--- src/sv/ped_pkg.sv ---
// Types, constants and codes of the percent escape decoder.
`timescale 1ns / 1ps

package ped_pkg;

	localparam logic [7:0]  PERCENT_CHAR     = 8'h25;
	localparam logic [15:0] MAX_OUT_RESET    = 16'd256;
	localparam int          MAX_RES          = 3;
	localparam int          RES_CNT_W        = 2;
	localparam int          FIFO_DEPTH       = 4;
	localparam logic        REG_MAX_OUT_BYTES = 1'b0;

	typedef enum logic [1:0] {
		PH_IDLE    = 2'd0,
		PH_PERCENT = 2'd1,
		PH_DIGIT   = 2'd2
	} ped_phase_t;

	typedef struct packed {
		ped_phase_t  phase;
		logic [7:0]  held;
		logic [15:0] written;
		logic        aborted;
	} ped_state_t;

	typedef struct packed {
		logic [7:0] data;
		logic       is_end;
		logic       overflow;
	} ped_result_t;

	typedef struct packed {
		ped_result_t [MAX_RES-1:0] results;
		logic [RES_CNT_W-1:0]      count;
	} ped_burst_t;

	localparam ped_state_t STATE_CLEAR = '{
		phase:   PH_IDLE,
		held:    8'h00,
		written: 16'h0000,
		aborted: 1'b0
	};

endpackage

--- src/sv/ped_result_fifo.sv ---
// Result queue: takes a burst of up to three results per cycle, hands out one word a cycle while m_tready is high.
`timescale 1ns / 1ps

module ped_result_fifo #(
	parameter int DEPTH = ped_pkg::FIFO_DEPTH
) (
	input  logic                clk,
	input  logic                arst_n,
	input  logic                push_en,
	input  ped_pkg::ped_burst_t burst,
	output logic                space,
	output logic                m_tvalid,
	input  logic                m_tready,
	output ped_pkg::ped_result_t head
);

	localparam int PW = (DEPTH > 1) ? $clog2(DEPTH) : 1;
	localparam int CW = $clog2(DEPTH + 1);
	localparam int RES_W = ped_pkg::RES_CNT_W;

	ped_pkg::ped_result_t mem_q [DEPTH];
	logic [PW-1:0]        wr_q;
	logic [PW-1:0]        rd_q;
	logic [CW-1:0]        count_q;
	logic [PW-1:0]        wr_idx [ped_pkg::MAX_RES];
	logic [PW-1:0]        wr_next;
	logic [PW-1:0]        rd_next;
	logic [CW-1:0]        push_n;
	logic                 pop;

	function automatic logic [PW-1:0] wrap_add(input logic [PW-1:0] p,
	                                          input logic [CW-1:0] k);
		logic [PW+CW:0] sum;
		sum = (PW+CW+1)'(p) + (PW+CW+1)'(k);
		if (sum >= (PW+CW+1)'(DEPTH)) begin
			sum = sum - (PW+CW+1)'(DEPTH);
		end
		return sum[PW-1:0];
	endfunction

	assign pop      = m_tvalid && m_tready;
	assign push_n   = push_en ? CW'(burst.count) : '0;
	assign m_tvalid = (count_q != '0);
	assign head     = mem_q[rd_q];
	// Room is judged on the current fill so the worst-case burst always fits.
	assign space    = ((CW+1)'(count_q) + (CW+1)'(ped_pkg::MAX_RES)) <= (CW+1)'(DEPTH);

	always_comb begin
		for (int k = 0; k < ped_pkg::MAX_RES; k++) begin
			wr_idx[k] = wrap_add(wr_q, CW'(k));
		end
		wr_next = wrap_add(wr_q, push_n);
		rd_next = wrap_add(rd_q, CW'(1));
	end

	always_ff @(posedge clk) begin
		if (push_en) begin
			for (int k = 0; k < ped_pkg::MAX_RES; k++) begin
				if (RES_W'(k) < burst.count) begin
					mem_q[wr_idx[k]] <= burst.results[k];
				end
			end
		end
	end

	always_ff @(posedge clk or negedge arst_n) begin
		if (!arst_n) begin
			wr_q    <= '0;
			rd_q    <= '0;
			count_q <= '0;
		end else begin
			wr_q <= wr_next;
			if (pop) begin
				rd_q <= rd_next;
			end
			count_q <= count_q + push_n - CW'(pop);
		end
	end

endmodule

--- src/sv/ped_decode.sv ---
// Per-word decode: escape handling, capacity check and next string state.
`timescale 1ns / 1ps

module ped_decode (
	input  ped_pkg::ped_state_t st,
	input  logic [7:0]          c,
	input  logic                term,
	input  logic [15:0]         max_out,
	output ped_pkg::ped_state_t st_next,
	output ped_pkg::ped_burst_t burst
);

	localparam int NR = ped_pkg::MAX_RES;
	localparam int CW = ped_pkg::RES_CNT_W;

	logic [7:0]          cand [NR];
	logic [CW-1:0]       nb;
	logic                tail;
	ped_pkg::ped_phase_t np;
	logic [7:0]          nh;
	logic [NR-1:0]       ok;
	logic [CW-1:0]       good;
	logic                ovf_push;
	logic [CW-1:0]       used;
	logic                c_pct;
	logic                c_hex;

	function automatic logic is_hex(input logic [7:0] x);
		return (x >= 8'h30 && x <= 8'h39) || (x >= 8'h41 && x <= 8'h46) ||
		       (x >= 8'h61 && x <= 8'h66);
	endfunction

	// Only valid for hex digits: letters of both cases share their low nibble.
	function automatic logic [3:0] hex_nib(input logic [7:0] x);
		if (x <= 8'h39) begin
			return x[3:0];
		end
		return x[3:0] + 4'd9;
	endfunction

	assign c_pct = (c == ped_pkg::PERCENT_CHAR);
	assign c_hex = is_hex(c);

	always_comb begin
		for (int i = 0; i < NR; i++) begin
			cand[i] = 8'h00;
		end
		nb   = '0;
		tail = 1'b0;
		np   = st.phase;
		nh   = st.held;
		if (term) begin
			tail = !st.aborted;
			if (!st.aborted) begin
				case (st.phase)
					ped_pkg::PH_PERCENT: begin
						cand[0] = ped_pkg::PERCENT_CHAR;
						nb      = CW'(1);
					end
					ped_pkg::PH_DIGIT: begin
						cand[0] = ped_pkg::PERCENT_CHAR;
						cand[1] = st.held;
						nb      = CW'(2);
					end
					default: begin
						nb = '0;
					end
				endcase
			end
		end else if (!st.aborted) begin
			case (st.phase)
				ped_pkg::PH_PERCENT: begin
					if (c_hex) begin
						nh = c;
						np = ped_pkg::PH_DIGIT;
					end else begin
						// The lone percent goes out, then the breaking byte is handled afresh.
						cand[0] = ped_pkg::PERCENT_CHAR;
						if (c_pct) begin
							np = ped_pkg::PH_PERCENT;
							nb = CW'(1);
						end else begin
							cand[1] = c;
							np      = ped_pkg::PH_IDLE;
							nb      = CW'(2);
						end
					end
				end
				ped_pkg::PH_DIGIT: begin
					nh = 8'h00;
					if (c_hex) begin
						cand[0] = {hex_nib(st.held), hex_nib(c)};
						np      = ped_pkg::PH_IDLE;
						nb      = CW'(1);
					end else begin
						cand[0] = ped_pkg::PERCENT_CHAR;
						cand[1] = st.held;
						if (c_pct) begin
							np = ped_pkg::PH_PERCENT;
							nb = CW'(2);
						end else begin
							cand[2] = c;
							np      = ped_pkg::PH_IDLE;
							nb      = CW'(3);
						end
					end
				end
				default: begin
					if (c_pct) begin
						np = ped_pkg::PH_PERCENT;
					end else begin
						cand[0] = c;
						np      = ped_pkg::PH_IDLE;
						nb      = CW'(1);
					end
				end
			endcase
		end
	end

	// Byte i of this word fits while written + i + 1 stays below the capacity.
	always_comb begin
		logic found;
		found = 1'b0;
		good  = CW'(NR);
		for (int i = 0; i < NR; i++) begin
			ok[i] = (17'({1'b0, st.written}) + 17'(i + 1)) < 17'({1'b0, max_out});
			if (!ok[i] && !found) begin
				good  = CW'(i);
				found = 1'b1;
			end
		end
		ovf_push = (good < nb);
		used     = ovf_push ? good : nb;
	end

	always_comb begin
		for (int i = 0; i < NR; i++) begin
			burst.results[i] = '{data: 8'h00, is_end: 1'b0, overflow: 1'b0};
			if (CW'(i) < used) begin
				burst.results[i].data = cand[i];
			end else if (CW'(i) == good && ovf_push) begin
				burst.results[i].overflow = 1'b1;
			end else if (CW'(i) == nb && tail) begin
				// With zero capacity the end marker itself does not fit.
				if (max_out == 16'h0000) begin
					burst.results[i].overflow = 1'b1;
				end else begin
					burst.results[i].is_end = 1'b1;
				end
			end
		end
		if (ovf_push) begin
			burst.count = good + CW'(1);
		end else if (tail) begin
			burst.count = nb + CW'(1);
		end else begin
			burst.count = nb;
		end
	end

	always_comb begin
		if (term) begin
			st_next = ped_pkg::STATE_CLEAR;
		end else if (st.aborted) begin
			st_next = st;
		end else if (ovf_push) begin
			st_next.phase   = ped_pkg::PH_IDLE;
			st_next.held    = 8'h00;
			st_next.written = st.written + 16'(used);
			st_next.aborted = 1'b1;
		end else begin
			st_next.phase   = np;
			st_next.held    = nh;
			st_next.written = st.written + 16'(used);
			st_next.aborted = 1'b0;
		end
	end

endmodule

--- src/sv/percent_escape_decoder_core.sv ---
// An accepted input word is registered in the input stage, then decoded into the result queue.
// Throughput: one input word per cycle while each word yields at most one result and the master
// side is ready; a word's several results leave in turn through the 4-entry result queue.
// Input is taken while the input stage is empty or the queue has room for a burst of three.
// Reset: string state cleared, max_output_bytes back to 256, queue empty; no clearing pass.
`timescale 1ns / 1ps

module percent_escape_decoder_core #(
	parameter int FIFO_DEPTH = ped_pkg::FIFO_DEPTH
) (
	input  logic        clk,
	input  logic        arst_n,
	// s_tdata: [7:0] in_byte. s_tlast: end_of_string.
	input  logic        s_tvalid,
	output logic        s_tready,
	input  logic [7:0]  s_tdata,
	input  logic        s_tlast,
	// m_tdata: [7:0] out_byte. m_tlast: is_end. m_tuser: overflow.
	output logic        m_tvalid,
	input  logic        m_tready,
	output logic [7:0]  m_tdata,
	output logic        m_tlast,
	output logic        m_tuser,
	input  logic        psel,
	input  logic        penable,
	input  logic        pwrite,
	input  logic [2:0]  paddr,
	input  logic [31:0] pwdata,
	output logic [31:0] prdata,
	output logic        pready
);

	logic                 valid_s1;
	logic [7:0]           byte_s1;
	logic                 eos_s1;
	ped_pkg::ped_state_t  state_q;
	ped_pkg::ped_state_t  state_next;
	ped_pkg::ped_burst_t  burst;
	ped_pkg::ped_result_t head;
	logic [15:0]          max_q;
	logic                 space;
	logic                 fire;

	assign fire     = valid_s1 && space;
	assign s_tready = !valid_s1 || space;

	always_ff @(posedge clk or negedge arst_n) begin
		if (!arst_n) begin
			valid_s1 <= 1'b0;
		end else if (s_tready) begin
			valid_s1 <= s_tvalid;
		end
	end

	always_ff @(posedge clk) begin
		if (s_tvalid && s_tready) begin
			byte_s1 <= s_tdata;
			eos_s1  <= s_tlast;
		end
	end

	ped_decode u_decode (
		.st      (state_q),
		.c       (byte_s1),
		.term    (eos_s1),
		.max_out (max_q),
		.st_next (state_next),
		.burst   (burst)
	);

	always_ff @(posedge clk or negedge arst_n) begin
		if (!arst_n) begin
			state_q <= ped_pkg::STATE_CLEAR;
		end else if (fire) begin
			state_q <= state_next;
		end
	end

	ped_result_fifo #(
		.DEPTH (FIFO_DEPTH)
	) u_fifo (
		.clk      (clk),
		.arst_n   (arst_n),
		.push_en  (fire),
		.burst    (burst),
		.space    (space),
		.m_tvalid (m_tvalid),
		.m_tready (m_tready),
		.head     (head)
	);

	assign m_tdata = head.data;
	assign m_tlast = head.is_end;
	assign m_tuser = head.overflow;

	assign pready = 1'b1;

	always_ff @(posedge clk or negedge arst_n) begin
		if (!arst_n) begin
			max_q <= ped_pkg::MAX_OUT_RESET;
		end else if (psel && penable && pwrite && pready &&
		             paddr[2] == ped_pkg::REG_MAX_OUT_BYTES) begin
			max_q <= pwdata[15:0];
		end
	end

	assign prdata = (paddr[2] == ped_pkg::REG_MAX_OUT_BYTES) ? {16'h0000, max_q} : 32'h0;

endmodule

--- config.mk ---
export PLATFORM = sky130hd
export DESIGN_NAME = percent_escape_decoder_core
export DESIGN_NICKNAME = d
export VERILOG_FILES = /design/src/sv/ped_pkg.sv /design/src/sv/ped_result_fifo.sv /design/src/sv/ped_decode.sv /design/src/sv/percent_escape_decoder_core.sv
export SDC_FILE = /design/constraint.sdc
export NUM_CORES = 1
export LEC_CHECK = 0
export BUFFER_PORTS_ARGS = -buffer_cell sky130_fd_sc_hd__buf_4
export CORE_MARGIN = 2
export CORE_UTILIZATION = 55
export DETAILED_ROUTE_END_ITERATION = 12
export GPL_TIMING_DRIVEN = 0
export PLACE_DENSITY = 0.82
export SLEW_MARGIN = 40
export SYNTH_ARGS = -nofsm -noshare
export SYNTH_HDL_FRONTEND = slang
export SYNTH_SLANG_ARGS = --single-unit
--- constraint.sdc ---
create_clock -name clk -period 7.7 [get_ports clk]
set_clock_uncertainty 0.05 [all_clocks]
set_input_delay 0.77 -clock clk [delete_from_list [all_inputs] [get_ports clk]]
set_output_delay 0.77 -clock clk [all_outputs]
set_load 0.02 [all_outputs]
==> run metrics <==
gr usage total roughly a quarter; reg2reg start state_q[11]; Via density 5.93; R2R cell count 26; Netlist Area Pre-Place between 8000 and 9000 sq um; vias in the first global route between 6000 and 7000; final hold slack 0.409 ns; I/O pins 96; Worst Path Required slightly below 8 ns; main combinational cell family by area after synthesis multiplexers; die width around 130 um; worst slew pin tran about 0.78 ns; Lkg Pwr around 4.3 nW; clk sinks 100; Area Growth Syn to Fin 13.2%; post-synthesis mux area share between 10% and 20%; FFs w/ async S/R, synth about half; final WL between 20 and 25 mm; H-tree depth 3; top_reg_cell synth dfrtp_1; Worst EP arrival 6.70 ns; reg-to-reg endpoint state_q[10]; Fin. Hold Viols 0; initial antenna violation count 0; Final period util a little over four fifths; Total Neg Setup Slack 0 ns; Routed Antenna Nets 0; kind of start point of the critical path flop; post-CTS setup buffers 0; IO Port Bufs 59; Post-CTS Hold Fix Bufs 0; Finished Layout Cells about 1100; Design Area, Final between 9000 and 10000 sq um; total CTS buffers 9; Placed Area 8950 sq um; Crit Path Class reg2reg; Crit. End Element flop; Tmin final 6.53 ns; Filler Cells Inserted approximately 1200; Max-slew headroom between 40% and 50%; antenna cells 0; xor-xnor portion of the synthesized cell area just under 6%; Yosys cell types ~80; die area 15800 sq um; fin nets about 1000; post-placement cell count approximately 1100; # DRC 0; final core occ between 60% and 70%; flip-flop and latch count after synthesis 100; CP max FO 7; via count 6604; worst hold path class in2async; VDD IR max about 120 uV; grt total ovfl 0; share of post-route cells with drive strength above 1 17.5%; Synth Area per Inst around 9.7 sq um; DP Wirelength about 15 mm; most frequent cells in the layout 79 x nor2_1, 79 x buf_4, 70 x ha_1; Final Max Tran Viols 0; adder-cell share of the synthesized area around 11%; yosys synthesis warning count 0; Rows between 40 and 50; Initial Util 56.1%; gpl congestion about 1; clock latency on the worst-skew pair ~0.35 ns; 1st-iter DRT viols 521; Post-Synth Simple-Gate Area between 15 and 20%; max-cap violations 0; Clock Pin Slew Worst Setup and Hold Paths 0.06 ns; post-cts sizing count 0; Post-synth EDFFs 49; Gate Count Post-Synth between 800 and 900; largest net degree at the start of global routing 52; CTS root buffer clkbuf_16; outcome completed; Die H approximately 130 um; unrepaired setup endpoints after global routing no; FMAX 0.153 GHz; WL/cell 18.0 um; CTS tree yes; first-pass GRT wire length approximately 33 mm; core box area about 15000 sq um; final setup violation count 0; pwr dens around 250 nW/um^2; Compound-Gate Fraction of Synth Area between 10 and 15%; r2r setup slk roughly 1.2 ns; sequential area share after synthesis around a third; drt first pass iters 5; Max Buffers Root-to-Sink 2
[worst max-delay path by stage]
stage	endpoint	slack, ns	start	cells after the start
after floorplan	u_fifo.mem_q[0][0]	1.41	state_q[11]	18
after global placement	u_fifo.mem_q[0][7]	-0.32	state_q[5]	17
after detailed placement	state_q[10]	1.41	state_q[11]	26
after CTS	state_q[10]	1.31	state_q[11]	26
after global routing	state_q[10]	0.73	state_q[11]	26
final	state_q[10]	1.17	state_q[11]	26
[state kept, by name (all words and copies together) (netlist names)]
register and flops:
state_q 27, byte_s1 8, u_fifo.count_q 3, valid_s1 1
u_fifo.rd_q 2, u_fifo.wr_q 2, max_q 16, eos_s1 1
u_fifo.mem_q 40
[power breakdown]
group,switching (W),total [W],internal (W)
sequential,0.000115,0.000840,0.000725
combinational,0.000613,0.00104,0.000431
clock,0.000191,0.000440,0.000249
total,0.000919,0.00233,0.00141
[cell usage after synthesis, types with 5 or more instances]
| master | number | area (sq um) |
|---|---|---|
| a211oi_1 | 5 | 37.5 |
| a21o_1 | 12 | 90.1 |
| a21oi_1 | 40 | 200 |
| a22o_1 | 9 | 78.8 |
| a22oi_1 | 8 | 60.1 |
| and2_1 | 11 | 68.8 |
| and3_1 | 7 | 43.8 |
| buf_2 | 9 | 45.0 |
| buf_4 | 20 | 150 |
| clkbuf_1 | 25 | 93.8 |
| dfrtp_1 | 50 | 1250 |
| edfxtp_1 | 49 | 1470 |
| ha_1 | 70 | 876 |
| inv_1 | 42 | 158 |
| mux2_1 | 9 | 101 |
| mux2_2 | 18 | 203 |
| mux2i_1 | 69 | 691 |
| mux4_2 | 10 | 225 |
| nand2_1 | 60 | 225 |
| nand3_1 | 24 | 120 |
| nand4_1 | 10 | 62.6 |
| nor2_1 | 79 | 297 |
| nor3_1 | 23 | 115 |
| nor4_1 | 9 | 56.3 |
| o21ai_0 | 19 | 95.1 |
| o31ai_1 | 5 | 37.5 |
| or3_1 | 8 | 50.1 |
| xnor2_1 | 24 | 210 |
| xor2_1 | 31 | 272 |
[logic make-up after synthesis]
logic type,count (synthesis)
AND/OR/NAND/NOR,257
flip-flops,100
AO/OA/AOI/OAI,140
adder cells (fa/ha/maj),72
other,2
buffers and inverters,103
multiplexers,108
XOR/XNOR,55
[metrics by stage]
| step | setup slack [ns] | power, W |
|---|---|---|
| floorplan | 1.41 | 0.00153 |
| global placement | -0.321 | 0.00181 |
| detailed placement | 1.41 | 0.00188 |
| CTS | 1.31 | 0.00233 |
| global route | 0.734 | 0.00248 |
| finish | 1.17 | 0.00233 |
[routing by layer]
| metal | part of all wire [%] | GRT usage (%) |
|---|---|---|
| met5 | 0 | 0 |
| met4 | 2.5 | 9.76 |
| met3 | 5.4 | 4.25 |
| met2 | 50 | 43.7 |
| met1 | 42 | 33.1 |
[layout make-up]
| class | instances | area [sq um] | area share, % |
|---|---|---|---|
| Multi-Input combinational cell | 649 | 5030 | 54.4 |
| Sequential cell | 100 | 2750 | 29.8 |
| Timing Repair Buffer | 61 | 453 | 4.91 |
| Buffer | 60 | 328 | 3.55 |
| Tap cell | 184 | 230 | 2.49 |
| Clock buffer | 10 | 229 | 2.48 |
| Inverter | 43 | 161 | 1.75 |
| Clock inverter | 6 | 56.3 | 0.610 |
[worst max-delay path: stages, from the launching register on]
cell and delay [ns]:
dfrtp_1 0.32, clkbuf_1 0.31, and3_1 0.29, and3_1 0.25, nand4_1 0.18, nor3_1 0.28, xor2_1 0.12, ha_1 0.30
nand3_1 0.12, or3_1 0.47, a2111oi_0 0.45, or3_1 0.22, buf_2 0.21, nor2_1 0.09, ha_1 0.32, inv_1 0.12
nor2_1 0.30, nor2_1 0.12, nor3_1 0.21, ha_1 0.23, a21oi_1 0.08, nor3b_1 0.52, nand3_1 0.30, nor2_1 0.20
nand3_1 0.11, xor2_1 0.16, nor2_1 0.05
(Power assumes the default switching activity.)
